File: src/rtl/hkft_pkg.sv
`default_nettype none
package hkft_pkg;

  localparam int MAX_ITEMS   = 1024;
  localparam int TABLE_SLOTS = 2048;
  localparam int ENTRY_AW    = $clog2(MAX_ITEMS);
  localparam int CNT_W       = ENTRY_AW + 1;
  localparam int SLOT_AW     = $clog2(TABLE_SLOTS);
  localparam int SLOT_W      = ENTRY_AW + 1;
  localparam int HB_W        = 4;
  localparam int MIN_BITS    = 8;
  localparam logic [31:0] HASH_MULT = 32'd3141592653;

  localparam logic [1:0] CMD_INSERT = 2'd0;
  localparam logic [1:0] CMD_READ   = 2'd1;
  localparam logic [1:0] CMD_CLEAR  = 2'd2;
  localparam logic [1:0] CMD_UNUSED = 2'd3;

  localparam logic [2:0] ST_EXISTING = 3'd0;
  localparam logic [2:0] ST_NEW      = 3'd1;
  localparam logic [2:0] ST_OK       = 3'd2;
  localparam logic [2:0] ST_RANK     = 3'd3;
  localparam logic [2:0] ST_FULL     = 3'd4;

  typedef struct packed {
    logic [1:0]          command;
    logic signed [31:0]  key;
    logic [ENTRY_AW-1:0] rank;
  } in_item_t;

  typedef struct packed {
    logic [2:0]         status;
    logic [CNT_W-1:0]   occurrences;
    logic signed [31:0] entry_key;
    logic [CNT_W-1:0]   distinct_total;
  } out_item_t;

  typedef struct packed {
    in_item_t    item;
    logic [31:0] prod;
  } job_t;

  typedef struct packed {
    logic clearing;
  } back_stat_t;

endpackage
`default_nettype wire

File: src/rtl/hkft_front.sv
`default_nettype none
module hkft_front (
  input  wire logic               clk,
  input  wire logic               rst_n,
  input  wire logic               in_push,
  input  wire hkft_pkg::in_item_t in_data,
  output logic                    in_full,
  input  wire hkft_pkg::back_stat_t bstat,
  input  wire logic               q_full,
  output logic                    q_push,
  output hkft_pkg::job_t          q_data
);
  import hkft_pkg::*;

  logic     st_v_r, st_v_nxt;
  job_t     st_r;
  logic     accept;

  assign in_full = bstat.clearing || (st_v_r && q_full);
  assign accept  = in_push && !in_full;
  assign q_push  = st_v_r;
  assign q_data  = st_r;

  always_comb begin
    st_v_nxt = st_v_r && q_full;
    if (accept && in_data.command != CMD_UNUSED) begin
      st_v_nxt = 1'b1;
    end
  end

  always_ff @(posedge clk) begin
    if (!rst_n) begin
      st_v_r <= 1'b0;
    end else begin
      st_v_r <= st_v_nxt;
    end
    if (accept) begin
      st_r.item <= in_data;
      st_r.prod <= 32'(in_data.key * HASH_MULT);
    end
  end
endmodule
`default_nettype wire

File: config.mk
export PLATFORM = sky130hd
export DESIGN_NAME = hkft_front
export DESIGN_NICKNAME = d
export VERILOG_FILES = /design/src/rtl/hkft_pkg.sv /design/src/rtl/hkft_front.sv
export SDC_FILE = /design/constraint.sdc
export NUM_CORES = 1
export LEC_CHECK = 0
export ABC_AREA = 1
export BUFFER_PORTS_ARGS = -buffer_cell sky130_fd_sc_hd__buf_2
export CORE_ASPECT_RATIO = 0.6
export CORE_MARGIN = 3
export CORE_UTILIZATION = 55
export CTS_CLUSTER_SIZE = 20
export DETAILED_ROUTE_END_ITERATION = 10
export PLACE_DENSITY_LB_ADDON = 0.15
export SYNTH_ARGS = -nofsm -noshare
export SYNTH_HDL_FRONTEND = slang
export SYNTH_SLANG_ARGS = --single-unit
File: constraint.sdc
create_clock -name clk -period 6.4 [get_ports clk]
set_input_delay 0.96 -clock clk [delete_from_list [all_inputs] [get_ports clk]]
set_output_delay 0.96 -clock clk [all_outputs]
set_load 0.02 [all_outputs]
### After elaboration in Yosys (flattened, before gate mapping)

Index checks and enable logic that the tools add are counted.

| storage, ports and cells | value |
|---|---|
| register bits | 77 |
| bits in latches | 0 |
| memory bits (writable) | 0 |
| ROM bits | 0 |
| input bits | 49 |
| output and inout port bits | 78 |
| memories kept | 0 |

| operators by class | value |
|---|---|
| $add $sub $neg | 0 |
| multiply operators | 1 |
| div/mod/pow operators | 0 |
| order comparisons | 0 |
| eq/ne operators | 1 |
| shifts and indexed selects | 0 |
| muxes and demuxes | 1 |
| bitwise operators | 0 |
| reductions and logical operators | 5 |

Operator list:

| kind | count |
|---|---|
| 32-bit by 32-bit multiplier with 32-bit output (second input constant) | 1 |
| 1-bit logical AND | 3 |
| 2-bit inequality test (second input constant) | 1 |
| 1-bit zero test | 1 |
| 1-bit logical OR | 1 |
| 1-bit two-way mux | 1 |

### Logic depth before layout (Yosys ltp)

Gate-level depths: netlist of the first run.

| logic depth | value |
|---|---|
| word-level depth | 6 |
| depth in mapped cells | 25 |

### Worst setup path before layout of the first run

OpenSTA, ideal clock, no wires.

| timing | value |
|---|---|
| path type | in2reg |
| from | input port in_data[15] (netlist bit) |
| to | register st_r, in the netlist q_data[31] (data pin) |
| library setup time | 252 ps |
| data arrival time | 5879 ps |
| required time | 6148 ps |
| setup slack | 269 ps |
| cell stages on the path | 20 |
| path buffers | 0 |
| cell sequence | ha_1 > xor2_1 > ha_1 > fa_1 > fa_1 > inv_1 > fa_1 > fa_1 > fa_1 > fa_1 > inv_1 > ha_1 > a21oi_1 > o31ai_1 > a21oi_1 > o21ai_0 > a21oi_1 > inv_1 > nand2_1 > nand2_1 |

| between the ends | value |
|---|---|
| longest elaborated chain between the ends | 1 |

RTL lines:

| item | line | source |
|---|---|---|
| start: declaration | hkft_front.sv:6 | `input wire hkft_pkg::in_item_t in_data,` |
| 32-bit by 32-bit multiplier with 32-bit output | hkft_front.sv:39 | `st_r.prod <= 32'(in_data.key * HASH_MULT);` |
| end: declaration | hkft_front.sv:16 | `job_t st_r;` |

No other way between the ends.
A chain may end at the register's enable or synchronous reset.

### Worst setup path in the final report of the first run

| timing | value |
|---|---|
| from | input port in_data[29] (netlist bit) |
| to | register st_r, in the netlist q_data[29] (data pin) |

Same word-level chain as after synthesis.

==> results of run 1 <==
==> registers in the layout (all words and copies together), names as in the netlist <==
name	count
q_push	1
q_data	74
==> worst min-delay path, delay by kind of cell (launching register included) <==
family / cells / cell delay (ns)
AO/OA/AOI/OAI: 1 / 0.07
flip-flops: 1 / 0.30
AND/OR/NAND/NOR: 1 / 0.07
==> metrics by stage <==
step | util | worst slack [ns] | hold slack [ns] | cells | instance area (µm²)
floorplan | - | 0.269 | 0.570 | 998 | 10400
detailed placement | 0.667 | -0.192 | 0.493 | 1480 | 12200
finish | 0.686 | 0.203 | 0.495 | 1496 | 12500
global placement | 0.667 | -0.115 | 0.492 | 1480 | 12200
global route | 0.686 | -0.00670 | 0.548 | 1496 | 12500
CTS | 0.683 | 0.193 | 0.502 | 1496 | 12500
==> cell families after synthesis <==
group	synth area share
adder cells (fa/ha/maj)	0.525
buffers and inverters	0.0996
AND/OR/NAND/NOR	0.0787
flip-flops	0.216
AO/OA/AOI/OAI	0.0375
XOR/XNOR	0.0437
==> layer usage <==
layer	share of wire	up-vias	track usage
met5	0	-	0
met4	0.016	0	0.0634
met3	0.12	27	0.126
met2	0.37	301	0.385
met1	0.49	3685	0.464
li1	-	3635	-
==> final cells by class <==
cell class	instances	area, µm²
Timing Repair Buffer	245	1520
Fill cell	1510	5760
Sequential cell	75	2240
Clock inverter	6	66.3
Multi-Input combinational cell	651	7180
Inverter	269	1010
Tap cell	240	300
Clock buffer	10	229
==> synthesized netlist by cell type, drive strengths merged, types with 3 or more instances <==
cell type / number / area, µm²
inv: 269 / 1010
ha: 187 / 2340
fa: 156 / 3120
nand2: 135 / 517
edfxtp: 74 / 2220
a21oi: 34 / 185
xnor2: 26 / 235
nand3: 25 / 140
xor2: 25 / 219
nor2: 21 / 78.8
o21ai: 16 / 80.1
nand4: 4 / 25.0
nor3: 4 / 30.0
a21o: 3 / 22.5
buf: 3 / 26.3
==> path summary, 6_finish.rpt <==
kind                           to  slack [ns]
max          q_data[29]$_DFFE_PP_        0.20
min             q_push$_SDFF_PN0_        0.50
max reg2reg  q_data[26]$_DFFE_PP_        4.68
min reg2reg     q_push$_SDFF_PN0_        0.50
==> run_results.csv, run 1 <==
group,metric,value,unit
worst_setup_path,slowest_stage,"fa_1",
floorplanning,die-area,0.0207,mm²
layout,final_common_cell,"inv_1",
min_path,min_path_type,"flop to flop",
worst_setup_path,r2r_start,"q_push$_SDFF_PN0_",
clock_tree,cts_tree,"built",
clock_tree,cts_setup_buffers,0,
place,post-dp-hpwl,25200,µm
drt,wl,28900,µm
worst_setup_path,cpMostUsedCell,"fa_1",
drt,ant_nets,0,
sta,hold_viol,0,
global_route,grt.overflow.total,0,
sta,fmax,0.161,GHz
worst_setup_path,crit_start,"in_data[29]",
sta,setup_viol,0,
yosys,synth_area_per_cell,10.4,µm²
clock_tree,cts_made_buffers,9,
yosys,synth_edf_count,74,
worst_setup_path,crit_path_start_kind,"input port",
yosys,yosysWarningCount,0,
worst_setup_path,path_delay_family,"adder cells",
run_status,status,"completed",
clock_tree,cts.hold.buffers_added,0,
yosys,ys_ff_latch,75,
min_path,holdPathStages,2,
sta,fin_crit_sh,0.968,
global_route,grt_first_pass_wirelength,45100,µm
floorplanning,core,0.0183,mm²
layout,area_growth,20.6,%
yosys,syn_nets,1390,
drt,drt-vias-per-instance,5.11,
sta,skew,0.00980,ns
global_route,grt_max_degree,76,
worst_setup_path,max_stage_delay,0.61,ns
sta,maxSlewViolCount,0,
drt,num_vias,7648,
floorplanning,io_pins,127,
drt,wl_per_cell,19.3,µm
yosys,ys.flop_type,"edfxtp_1",
clock_tree,clockBufferDepth,2,
yosys,ys_seq_area_frac,0.216,
drt,drtIter0Drc,716,
drt,first_pass_iters,6,
floorplanning,initial_core_util,0.568,
worst_setup_path,critPathMaxFanout,4,
worst_setup_path,critPathBufInv,4,
worst_setup_path,crit_path_end_kind,"flop",
worst_setup_path,reg2reg_depth,4,
yosys,netlist_area,0.0104,mm²
global_route,grt_use_total,0.299,
worst_setup_path,crit_arrival,6.32,ns
sta,worst_pin_slew,0.991,ns
sta,setup_tns,0,ns
yosys,synth_async_sr_flop_share,0,
layout,layout_common_cells,"inv_1, ha_1, fa_1",
place,numPortBuffers,126,
global_route,grt_pass1_vias,7945,
floorplanning,dieHeight,113,µm
clock_tree,clock_latency,0.36,ns
floorplanning,num_rows,38,
run,maxCapViolCount,0,
worst_setup_path,path_cells,"buf_2, ha_1, ha_1, fa_1, fa_1, fa_1, fa_2, fa_1, inv_1, fa_1, inv_1, ha_1, nand2_2, nor4_2, buf_4, nand3_1, nand3_1, nand2_1",
worst_setup_path,path_depth,18,
place,place_congestion,1.00,
worst_setup_path,cp.required,6.52,ns
clock_tree,cts.clk_slew.worst_paths,0.07,ns
clock_tree,cts_resized,0,
worst_setup_path,worst-setup-path-type,"input port to flop",
global_route,antenna_found_initial,0,
clock_tree,cts.sinks,75,
clock_tree,htreeDepth,3,
layout,final_layout_size_suffix_gt1_frac,0.229,
layout,layout.nets,1643,
yosys,synthCells,998,
drt,drc_errors,0,
sta,period_minus_slack,6.20,ns
floorplanning,die_w,184,µm
sta,slew_headroom,0.340,
yosys,synth_cell_types,36,
layout,num_antenna_cells,0,
clock_tree,clock-root-buffer,"clkbuf_16",
min_path,min-delay-start,"q_push$_SDFF_PN0_",
Power of run 1 is not shown: default switching activity piles up to over one toggle a cycle in this logic, so the estimate is an artifact.
==> run 2, diff against run 1 <==
--- a/config.mk
+++ b/config.mk
@@ -12,7 +12,8 @@
 export CORE_UTILIZATION = 55
 export CTS_CLUSTER_SIZE = 20
 export DETAILED_ROUTE_END_ITERATION = 10
-export PLACE_DENSITY_LB_ADDON = 0.15
+export MAX_ROUTING_LAYER = met4
+export PLACE_DENSITY = 0.79
 export SYNTH_ARGS = -nofsm -noshare
 export SYNTH_HDL_FRONTEND = slang
 export SYNTH_SLANG_ARGS = --single-unit
==> run 2 against run 1 <==
Against the previous run:
- fmax about the same
- sequential cell count unchanged
- utilization down 0.43 points
- via count up 2.2%
- first-iteration DRC count down 8.2%
- setup slack worse by 0.0054 ns
- register-to-register slack worse by 0.03 ns
- clock skew down 0.0012 ns
- die area unchanged
- cell count down 0.33%
- critical endpoint unchanged
- highest routed layer unchanged
- worst hold slack better by 0.019 ns
- count of clock-buffer cells in the layout down 1
==> run_results.csv, run 2 (synthesis results as in run 1) <==
group,metric,value,unit
min_path,holdPathStages,2,
worst_setup_path,critPathMaxFanout,4,
drt,num_vias,7813,
min_path,min-delay-start,"q_push$_SDFF_PN0_",
worst_setup_path,crit_arrival,6.33,ns
layout,area_growth,19.9,%
global_route,grt_use_total,0.309,
global_route,grt_max_degree,76,
clock_tree,clockBufferDepth,2,
drt,drt-vias-per-instance,5.24,
layout,final_common_cell,"inv_1",
worst_setup_path,timing.rr.end,"q_data[73]$_DFFE_PP_",
sta,hold_viol,0,
drt,wl,29200,µm
layout,layout_common_cells,"inv_1, ha_1, fa_1",
place,place_congestion,0.996,
clock_tree,htreeDepth,3,
sta,worst_pin_slew,0.990,ns
layout,largest_reg_flops,74,
drt,drtIter0Drc,657,
worst_setup_path,crit_path_end_kind,"flop",
floorplanning,initial_core_util,0.568,
layout,num_antenna_cells,0,
clock_tree,clock_latency,0.37,ns
clock_tree,clock-root-buffer,"clkbuf_16",
clock_tree,cts.sinks,75,
drt,wl_per_cell,19.6,µm
place,preCtsSetupSlack,-0.173,ns
drt,drc_errors,0,
layout,stdcell_area,0.0125,mm²
floorplanning,die_w,184,µm
layout,final_layout_size_suffix_gt1_frac,0.221,
global_route,grt_pass1_vias,8096,
layout,layout.nets,1638,
worst_setup_path,reg2reg_slack,4.65,ns
floorplanning,num_rows,38,
place,post-dp-hpwl,25600,µm
sta,setup_viol,0,
floorplanning,dieHeight,113,µm
clock_tree,cts.clk_slew.worst_paths,0.07,ns
global_route,grt.overflow.total,0,
place,numPortBuffers,126,
clock_tree,cts.hold.buffers_added,0,
min_path,min_path_type,"flop to flop",
global_route,grt_first_pass_wirelength,45600,µm
layout,area.sequential,0.00224,mm²
run,maxCapViolCount,0,
place,dpl-instance-area,0.0122,mm²
drt,first_pass_iters,5,
layout,final_cells,1491,
sta,setup_tns,0,ns
clock_tree,cts_setup_buffers,0,
sta,rsz0062_at_grt,"false",
min_path,min_to,"q_push$_SDFF_PN0_",
sta,slew_headroom,0.340,
worst_setup_path,crit_path_start_kind,"input port",
clock_tree,cts_resized,0,
sta,fin_crit_sh,0.969,
floorplanning,io_pins,127,
layout,multiInputGateArea,0.00714,mm²
global_route,antenna_found_initial,0,
clock_tree,cts_made_buffers,9,
layout,fillers,1445,
floorplanning,core,0.0183,mm²
floorplanning,die-area,0.0207,mm²
drt,ant_nets,0,
worst_setup_path,r2r_start,"q_push$_SDFF_PN0_",
place,placed_cells,1475,
run_status,status,"completed",
worst_setup_path,worst-setup-path-type,"input port to flop",
sta,skew,0.00858,ns
worst_setup_path,cp.required,6.52,ns
sta,fmax,0.161,GHz
worst_setup_path,reg2reg_depth,4,
sta,fin_ws,0.197,ns
sta,period_minus_slack,6.20,ns
clock_tree,cts_tree,"built",
sta,maxSlewViolCount,0,
[run 2: cell count changes in the layout (fill, tap and decap cells not counted), sizes merged]
cell / change
clkinvlp: -2
inv: +5
clkbuf: -1
bufinv: -1
clkinv: -1
buf: -5
[run 2: per-layer routing]
layer | wire (µm) | GRT usage | vias up
li1 | - | - | 3620
met2 | 11300 | 0.404 | 324
met4 | 170 | 0.0370 | 0
met3 | 3350 | 0.102 | 15
met5 | 0 | - | -
met1 | 14400 | 0.478 | 3854
[run 2: how the worst max path moves through the flow]
stage	from	end	slack, ns	depth (start not counted)
floorplan	in_data[15]	q_data[31]$_DFFE_PP_	0.27	20
global placement	in_data[15]	q_data[31]$_DFFE_PP_	-0.10	21
detailed placement	in_data[15]	q_data[31]$_DFFE_PP_	-0.17	20
CTS	in_data[15]	q_data[31]$_DFFE_PP_	0.22	20
global route	in_data[15]	q_data[31]$_DFFE_PP_	0.008	20
finish	in_data[36]	q_data[29]$_DFFE_PP_	0.20	20
[run 2: cell type report]
cell class | count | share of cell area
clock buffer | 9 | 0.0181
clock inverter | 7 | 0.00522
inverter | 269 | 0.0810
multi-input combinational | 651 | 0.573
sequential | 75 | 0.180
tap | 240 | 0.0241
timing repair buffer | 240 | 0.119
[run 2: worst max-delay path, stage by stage]
cell and delay (ns):
buf_2 0.14, ha_1 0.29, ha_1 0.29, fa_1 0.48, inv_1 0.05, fa_1 0.55
inv_1 0.06, fa_1 0.50, fa_1 0.57, fa_1 0.55, inv_1 0.05, fa_1 0.53
inv_1 0.05, ha_1 0.33, nand2_1 0.13, nor4_1 0.34, buf_4 0.18, nand3_1 0.09
nand3_1 0.11, nand2_1 0.05
[run 2: per-stage QoR]
| step | utilization | hold slack, ns |
|---|---|---|
| 4_1_cts | 0.681 | 0.519 |
| 5_1_grt | 0.681 | 0.552 |
| 6_report | 0.681 | 0.514 |
| 3_5_place_dp | 0.665 | 0.509 |
| 3_3_place_gp | 0.665 | 0.486 |
| 2_1_floorplan | - | 0.570 |
Power of run 2 is left out for the same reason.
