File: src/rtl/hkft_pkg.sv
`default_nettype none
package hkft_pkg;

  localparam int MAX_ITEMS   = 1024;
  localparam int TABLE_SLOTS = 2048;
  localparam int ENTRY_AW    = $clog2(MAX_ITEMS);
  localparam int CNT_W       = ENTRY_AW + 1;
  localparam int SLOT_AW     = $clog2(TABLE_SLOTS);
  localparam int SLOT_W      = ENTRY_AW + 1;
  localparam int HB_W        = 4;
  localparam int MIN_BITS    = 8;
  localparam logic [31:0] HASH_MULT = 32'd3141592653;

  localparam logic [1:0] CMD_INSERT = 2'd0;
  localparam logic [1:0] CMD_READ   = 2'd1;
  localparam logic [1:0] CMD_CLEAR  = 2'd2;
  localparam logic [1:0] CMD_UNUSED = 2'd3;

  localparam logic [2:0] ST_EXISTING = 3'd0;
  localparam logic [2:0] ST_NEW      = 3'd1;
  localparam logic [2:0] ST_OK       = 3'd2;
  localparam logic [2:0] ST_RANK     = 3'd3;
  localparam logic [2:0] ST_FULL     = 3'd4;

  typedef struct packed {
    logic [1:0]          command;
    logic signed [31:0]  key;
    logic [ENTRY_AW-1:0] rank;
  } in_item_t;

  typedef struct packed {
    logic [2:0]         status;
    logic [CNT_W-1:0]   occurrences;
    logic signed [31:0] entry_key;
    logic [CNT_W-1:0]   distinct_total;
  } out_item_t;

  typedef struct packed {
    in_item_t    item;
    logic [31:0] prod;
  } job_t;

  typedef struct packed {
    logic clearing;
  } back_stat_t;

endpackage
`default_nettype wire

File: src/rtl/hkft_cmdq.sv
`default_nettype none
module hkft_cmdq (
  input  wire logic          clk,
  input  wire logic          rst_n,
  input  wire logic          push,
  input  wire hkft_pkg::job_t push_data,
  output logic               full,
  input  wire logic          pop,
  output logic               valid,
  output hkft_pkg::job_t     head
);
  import hkft_pkg::*;

  job_t       mem_r [2];
  logic       wp_r, rp_r, wp_nxt, rp_nxt;
  logic [1:0] cnt_r, cnt_nxt;
  logic       do_push, do_pop;

  assign full    = (cnt_r == 2'd2);
  assign valid   = (cnt_r != 2'd0);
  assign head    = mem_r[rp_r];
  assign do_push = push && !full;
  assign do_pop  = pop && valid;

  always_comb begin
    wp_nxt  = do_push ? !wp_r : wp_r;
    rp_nxt  = do_pop ? !rp_r : rp_r;
    cnt_nxt = cnt_r + 2'(do_push) - 2'(do_pop);
  end

  always_ff @(posedge clk) begin
    if (!rst_n) begin
      wp_r  <= 1'b0;
      rp_r  <= 1'b0;
      cnt_r <= 2'd0;
    end else begin
      wp_r  <= wp_nxt;
      rp_r  <= rp_nxt;
      cnt_r <= cnt_nxt;
    end
    if (do_push) begin
      mem_r[wp_r] <= push_data;
    end
  end
endmodule
`default_nettype wire

File: config.mk
export PLATFORM = sky130hd
export DESIGN_NAME = hkft_cmdq
export DESIGN_NICKNAME = d
export VERILOG_FILES = /design/src/rtl/hkft_pkg.sv /design/src/rtl/hkft_cmdq.sv
export SDC_FILE = /design/constraint.sdc
export NUM_CORES = 1
export LEC_CHECK = 0
export ABC_CLOCK_PERIOD_IN_PS = 7150
export BUFFER_PORTS_ARGS = -buffer_cell sky130_fd_sc_hd__buf_4
export CAP_MARGIN = 20
export CELL_PAD_IN_SITES_DETAIL_PLACEMENT = 1
export CELL_PAD_IN_SITES_GLOBAL_PLACEMENT = 1
export CORE_AREA = 5 5 118 120
export CTS_CLUSTER_DIAMETER = 200
export DETAILED_ROUTE_END_ITERATION = 10
export DIE_AREA = 0 0 123 125
export PLACE_DENSITY = 0.91
export SYNTH_ARGS = -nofsm -noshare
export SYNTH_HDL_FRONTEND = slang
export SYNTH_SLANG_ARGS = --single-unit
File: constraint.sdc
create_clock -name clk -period 7.15 [get_ports clk]
set_clock_uncertainty 0.2 [all_clocks]
set_input_delay 1.0725 -clock clk [delete_from_list [all_inputs] [get_ports clk]]
set_output_delay 1.0725 -clock clk [all_outputs]
set_load 0.02 [all_outputs]
=== Word level (Yosys, flattened, before mapping) ===
Memory sizes are Yosys's and may differ from the RTL's. A register that Yosys moved wholly into a read port is not among the register bits.
Index checks and enable logic that the tools add are counted.

* Flip-flop bits (word level): 4
* Bits in latches: 0
* RAM bits: 152
* ROM bits: 0
* Input port bits: 80
* Output and inout bits: 78
* Word-level logic and storage cells: 17
* Memories kept: 1

* Add/subtract/negate cells: 2
* Multipliers: 0
* Div/mod/pow operators: 0
* Magnitude comparators: 0
* Equal/unequal tests: 1
* Shifts and indexed selects: 0
* Muxes and demuxes: 4
* Bitwise logic cells: 0
* Reductions and logical operators: 6

{| class="wikitable"
|+ Memory list
! name !! words !! width !! rd ports !! clocked after memory_dff !! write ports !! line !! text
|-
| mem_r || 2 || 76 || 1 || 1 || 1 || hkft_cmdq.sv:14 || <nowiki>job_t mem_r [2];</nowiki>
|}

{| class="wikitable"
|+ Operators with widths
! cell !! count
|-
| 1-bit 2-to-1 mux || 4
|-
| 1-bit logical NOT || 3
|-
| 2-bit by 1-bit adder with 2-bit output || 1
|-
| 2-bit == test (second input constant) || 1
|-
| 1-bit logical AND || 2
|-
| 2-bit nonzero test || 1
|-
| 2-bit by 1-bit subtractor with 2-bit output || 1
|}

=== Logic depth before layout (Yosys ltp) ===
Gate-level depths: netlist of the first run.

* Depth in word-level cells: 5
* Depth in mapped cells: 8
* Mapped depth without buffers: 8

=== Worst setup path before layout of the first run ===
No wires, ideal clock.

* Path type: input -> register
* Start point: in push
* End point: mem mem_r[0][0] in the netlist's numbering, enable pin
* Setup time: 0.511 ns
* Arrival: 4.337 ns
* Required time: 6.439 ns
* Setup slack: 2.102 ns
* Stages on the path: 2
* Buffers on the path: 0
* Cell sequence: nand2_1 > nor2_1

* Cells in the longest elaborated chain, start to end: 3

{| class="wikitable"
|+ Ends and longest elaborated chain
! what !! line !! text
|-
| start: declaration || hkft_cmdq.sv:5 || <nowiki>input wire logic push,</nowiki>
|-
| 1-bit logical AND || hkft_cmdq.sv:22 || <nowiki>assign do_push = push && !full;</nowiki>
|-
| 1-bit 2-to-1 mux || hkft_cmdq.sv:41 || <nowiki>if (do_push) begin</nowiki>
|-
| 1-bit 2-to-1 mux (not written as such) || hkft_cmdq.sv:42 || <nowiki>mem_r[wp_r] <= push_data;</nowiki>
|-
| end: declaration || hkft_cmdq.sv:14 ||
|}

Every way passes these cells.

==> results.yml, run 1 <==
logic_synthesis:
  synth_common_cells: "152 x edfxtp_1, 40 x mux2_4, 36 x mux2_2"
  ys.flop_type: "edfxtp_1"
  ys_seq_area_frac: 0.794
  synth_compound_area_frac: 0.00128
  synthMuxAreaShare: 0.173
  yosys.area_share.adder: 0.00426
  syn-mean-instance-area_um2: 22.4
  synth_most_common_cell: "edfxtp_1"
  yosys.area_share.xor_xnor: 0.00447
  synth_fp_nets: 344
  synth_edf_count: 152
  async_reset_ff_frac: 0
  yosysWarnings: 0
  ys_top_cells_by_area: "edfxtp_1 78%, mux2_4 10%, mux2_2 6.9%"
  netlist_area_um2: 5870
  netlist-cell-type-count: 19
  synth_top_family_by_area: "multiplexers"
  synth_top_cell_by_area: "edfxtp_1"
  synthesis.instances: 262
  synth_top_cell_area_share: 0.777
  synth_simple_gate_area_frac: 0.00916
  synth-seq-cells: 157
finish:
  fin_cells: 623
  final_nets: 516
  diodes: 0
  design_area_um2: 7840
  areaGrowthSynthToFinish_pct: 33.5
  fillCellCount: 1132
  utilization: 0.609
  drive_above_1_share: 0.600
critical_path:
  critPathMostFrequentCell: "buf_4"
  worstPathCellList: "buf_4 > buf_16 > mux2_2 > buf_4"
  reg2regPathDepth: 4
  required_ps: 5880
  cp_slowest_cell: "buf_4"
  critPathLaunchType: "flop"
  reg2reg_to: "mem_r[0][1]"
  cpPeakStageDelay_ps: 390
  reg2reg_from: "cnt_r[0]"
  criticalPathCategory: "reg -> out"
  worst-r2r-setup-slack_ps: 4400
  worst-path-max-fanout: 50
  setup.worst_path.end_class: "primary output"
  crit_arrival_ps: 2080
die:
  dieWidth_um: 123
  rows: 42
  dieArea_um2: 15400
  core_area_um2: 12900
  io_pins: 158
  initial_core_util: 0.456
  die_h_um: 125
sta:
  drv_slew: 0
  setup_violations: 0
  hold_violations: 0
  period_share: 0.469
  whs_ps: 356
  rsz0062_at_grt: "no"
  tns_ps: 0
  fmax_mhz: 298
  slew_headroom: 0.358
  tightest_slew_ps: 960
  fin_crit_ps: 3360
detailed_routing:
  wl_per_cell_um: 19.9
  drc: 0
  firstDrtPassIters: 5
  num_vias: 2993
  wl_mm: 12.4
  first_iter_violations: 178
  drt.antenna.violating_nets: 0
  viasPerCell: 4.80
place:
  placedInstanceArea_um2: 7260
  dp.cells: 590
  io_buffer_count: 157
  gp_congestion: 0.714
  dp_hpwl_mm: 8.39
grt:
  grt_overflow: 0
  antenna_found_initial: 0
  grt_pass1_vias: 3451
  grt_start_max_net_pins: 77
  grt_pass1_wl_mm: 18.8
  grtUsageTotal: 0.165
clock_tree:
  postCtsHoldBufs: 0
  htree_levels: 4
  clkTransAtPathRegs_ps: 50
  clkLatencyLatePin_ps: 420
  cts_buffers: 17
  cts_setup_buffers: 0
  clock_sinks: 157
  cts_max_path_buffers: 2
  cts_tree: "built"
  cts_root_buf: "clkbuf_16"
  cts_resized: 0
job:
  maxCapViolations: 0
worst_hold_path:
  min_from: "rp_r"
  min_path_type: "reg -> reg"
  hold_depth: 2
power:
  p_leak_nw: 3.02
  peakVddDrop_v: 0.000192
  p_per_area_nw_per_um2: 368
status:
  status: "finished clean"
[registers in the layout, summed over array words and instances, names as in the netlist, named ones only]
signal,cells
cnt_r,2
mem_r,152
rp_r,1
wp_r,1
[through the flow]
stage | power, mW | setup slack, ps
2_1_floorplan | 1.75 | 2100
3_3_place_gp | 2.03 | 3850
3_5_place_dp | 2.07 | 3800
4_1_cts | 2.92 | 3770
5_1_grt | 3.01 | 3710
6_report | 2.88 | 3790
[cell usage in the layout (no fill, tap or decap), types with 2 or more instances in the layout]
master and instances:
inv_1 3, bufinv_16 2, buf_4 159, edfxtp_1 152, clkbuf_16 17, clkinv_1 5
nand2b_1 2, clkinvlp_4 3, dfxtp_1 4, xnor2_1 2, ha_1 2, mux2_4 40
mux2_2 36, clkinv_2 4, nand2_1 2, nor2_1 3
[how the worst max path moves through the flow]
stage,to,cells after the start
floorplan,mem_r[0][0],2
detailed placement,mem_r[0][66],4
global route,head[4],4
global placement,mem_r[0][50],4
CTS,head[4],4
finish,head[4],4
[power by group]
group	internal [mW]	total [mW]	switching, mW
sequential	1.16	1.19	0.0359
clock	0.504	0.840	0.336
combinational	0.402	0.847	0.445
total	2.06	2.88	0.817
[critical path: cells and delay by family (launching register included)]
family / cells / cell delay, ps
mux: 1 / 390
flops: 1 / 330
buf+inv: 3 / 880
[kinds of logic (layout without fill, tap and decap cells)]
| family | count (synthesis) | after routing |
|---|---|---|
| flip-flops | 157 | 157 |
| multiplexers | 77 | 77 |
| AND/OR/NAND/NOR | 11 | 11 |
| buffers and inverters | 11 | 196 |
| XOR/XNOR | 3 | 3 |
| adder cells (fa/ha/maj) | 2 | 2 |
| AO/OA/AOI/OAI | 1 | 1 |
[layer usage]
layer / up-vias / routed length (um) / GRT usage
met5: - / 0 / 0
met4: 0 / 205 / 0.0697
met3: 18 / 835 / 0.0497
met2: 107 / 6970 / 0.301
met1: 1496 / 4380 / 0.175
li1: 1372 / - / -
[final cells by class]
type | instances | area [um^2] | area share
tap | 176 | 220 | 0.0281
inverter | 3 | 11.3 | 0.00144
multi-input combinational | 94 | 1140 | 0.146
clock buffer | 17 | 425 | 0.0543
sequential | 157 | 4670 | 0.596
timing repair buffer | 161 | 1240 | 0.158
clock inverter | 15 | 130 | 0.0166
(Power assumes the default switching activity.)
==> run 2: changes to the inputs <==
==> config.mk (replaced) <==
export PLATFORM = sky130hd
export DESIGN_NAME = hkft_cmdq
export DESIGN_NICKNAME = d
export VERILOG_FILES = /design/src/rtl/hkft_pkg.sv /design/src/rtl/hkft_cmdq.sv
export SDC_FILE = /design/constraint.sdc
export NUM_CORES = 1
export LEC_CHECK = 0
export ABC_CLOCK_PERIOD_IN_PS = 2810
export BUFFER_PORTS_ARGS = -buffer_cell sky130_fd_sc_hd__buf_4
export CAP_MARGIN = 20
export CELL_PAD_IN_SITES_DETAIL_PLACEMENT = 1
export CELL_PAD_IN_SITES_GLOBAL_PLACEMENT = 1
export CORE_AREA = 5 5 128 130
export CTS_CLUSTER_DIAMETER = 200
export DETAILED_ROUTE_END_ITERATION = 10
export DIE_AREA = 0 0 133 135
export PLACE_DENSITY = 0.82
export SYNTH_ARGS = -nofsm -noshare
export SYNTH_HDL_FRONTEND = slang
export SYNTH_SLANG_ARGS = --single-unit
==> constraint.sdc (replaced) <==
create_clock -name clk -period 2.81 [get_ports clk]
set_clock_uncertainty 0.2 [all_clocks]
set_input_delay 0.4215 -clock clk [delete_from_list [all_inputs] [get_ports clk]]
set_output_delay 0.4215 -clock clk [all_outputs]
set_load 0.02 [all_outputs]
==> run 2 against run 1 <==
  * Register-to-register slack worse by 3600 ps
  * Critical path depth down 1
  * Flip-flop and latch count unchanged
  * Global-route usage down 1.1 points
  * Final cell count up 14%
  * First-iteration DRC count down 17%
  * Non-clock buffer count up 77
  * Sequential power rose to 2.6 times the previous value
  * Sequential share of layout area down 5.4 points
  * Clock-buffer cell count up 4
  * Power rose to 2.6 times the previous value
  * Largest cell class unchanged
==> results.yml, run 2 (synthesis gave the netlist of run 1 again) <==
critical_path:
  worst-path-max-fanout: 31
  reg2regPathDepth: 3
  cp-endpoint: "head[9]"
  criticalPathCategory: "reg -> out"
  cp_slowest_cell: "dfxtp_4"
  reg2reg_to: "mem_r[1][24]"
  worstPathCellList: "buf_12 > mux2_2 > buf_4"
  worst-r2r-setup-slack_ps: 820
  required_ps: 2190
  cpPeakStageDelay_ps: 580
  crit_arrival_ps: 1830
  critPathLaunchType: "flop"
  reg2reg_from: "cnt_r[0]"
  setup.worst_path.end_class: "primary output"
die:
  core_area_um2: 15000
  rows: 45
  dieArea_um2: 18000
  io_pins: 158
  dieWidth_um: 133
  die_h_um: 135
  initial_core_util: 0.391
clock_tree:
  clock_sinks: 157
  cts_resized: 0
  clkLatencyLatePin_ps: 400
  cts_max_path_buffers: 2
  htree_levels: 4
  cts_root_buf: "clkbuf_16"
  cts_tree: "built"
  cts_buffers: 17
  clkTransAtPathRegs_ps: 60
power:
  seqPwrFrac: 0.416
  p_comb_frac: 0.297
  p_leak_nw: 3.34
  finalPower_mw: 7.42
  power.internal_mw: 5.33
  power.switching_mw: 2.09
  peakVddDrop_v: 0.000453
  swShare: 0.282
  p_clk_frac: 0.287
  p_per_area_nw_per_um2: 862
detailed_routing:
  viasPerCell: 4.56
  num_vias: 3248
  firstDrtPassIters: 4
  drt.antenna.violating_nets: 0
  wl_mm: 13.6
  drc: 0
  wl_per_cell_um: 19.1
  first_iter_violations: 147
place:
  gp_congestion: 0.695
  io_buffer_count: 157
  dp_hpwl_mm: 8.44
  dpl_worst_slack_ps: 762
  placedInstanceArea_um2: 7310
  dp.cells: 604
sta:
  hold_violations: 0
  drv_slew: 0
  tightest_slew_ps: 613
  rsz0062_at_grt: "no"
  fin_crit_ps: 2450
  tns_ps: 0
  layout_setup_ws_ps: 359
  period_share: 0.872
  setup_violations: 0
  fmax_mhz: 408
  slew_headroom: 0.591
  whs_ps: 49.3
grt:
  antenna_found_initial: 1
  grt_pass1_wl_mm: 21.0
  grt_start_max_net_pins: 46
  grtUsageTotal: 0.154
  grt_overflow: 0
  grt_pass1_vias: 3853
finish:
  top_regs: "mem_r: 152 flops, cnt_r: 2 flops"
  final_nets: 593
  final_cell_mix: "159 x buf_4, 152 x edfxtp_1, 76 x dlygate4sd3_1"
  fillCellCount: 1324
  fin_cells: 712
  largest_register: "mem_r"
  drive_above_1_share: 0.507
  utilization: 0.573
  layout_commonest_cell: "buf_4"
  largest_reg_flops: 152
  design_area_um2: 8610
  areaGrowthSynthToFinish_pct: 46.7
status:
  status: "finished clean"
job:
  maxCapViolations: 0
worst_hold_path:
  min_path_type: "in -> reg"
run 2: cell count changes in the layout (fill, tap and decap cells not counted), sizes merged:
cell         before  now
dlygate4sd3       0   76
clkbuf           17   21
clkinvlp          3    0
clkinv           10    8
buf             161  162
diode             0    1
run 2: cell type report:
type                       count  area, um^2  share of cell area
inverter                       3        11.3             0.00131
timing repair buffer         238        2010               0.234
sequential                   157        4670               0.542
tap                          188         235              0.0273
antenna                        1        2.50            0.000291
clock buffer                  21         440              0.0511
multi-input combinational     94        1140               0.132
clock inverter                10        98.8              0.0115
run 2: routing by layer:
| layer | wire length, um | global-route usage | vias to the layer above |
|---|---|---|---|
| li1 | - | - | 1525 |
| met4 | 292 | 0.0635 | 0 |
| met1 | 5070 | 0.161 | 1587 |
| met3 | 777 | 0.0484 | 23 |
| met2 | 7490 | 0.286 | 113 |
| met5 | 0 | 0 | - |
run 2: worst max-delay path: cells and delay by family, from the launching register on:
family | cells | cell delay, ps
muxes | 1 | 380
buffers and inverters | 2 | 430
DFF | 1 | 580
run 2: power by group through the flow:
stage | sequential (mW) | clock [mW] | combinational [mW]
6_report | 3.09 | 2.13 | 2.21
5_1_grt | 3.12 | 2.29 | 2.35
4_1_cts | 3.09 | 2.17 | 2.24
3_5_place_dp | 3.14 | 0 | 2.14
3_3_place_gp | 3.11 | 0 | 2.10
2_1_floorplan | 3.05 | 0 | 1.37
run 2: repair_timing:
item | CTS | global route
hold buffers | 76 | 0
hold endpoints to repair | 152 | 0
buffers inserted | 0 | 0
run 2: worst min-delay path by stage:
stage                           to  slack, ps  depth (start not counted)  startpoint
after global routing      cnt_r[0]         40                          2       rst_n
after floorplan               flop        280                          2        rp_r
final                     cnt_r[0]         50                          2       rst_n
after global placement        rp_r        300                          2        rp_r
after detailed placement      rp_r        310                          2        rp_r
after CTS                 cnt_r[0]         30                          2       rst_n
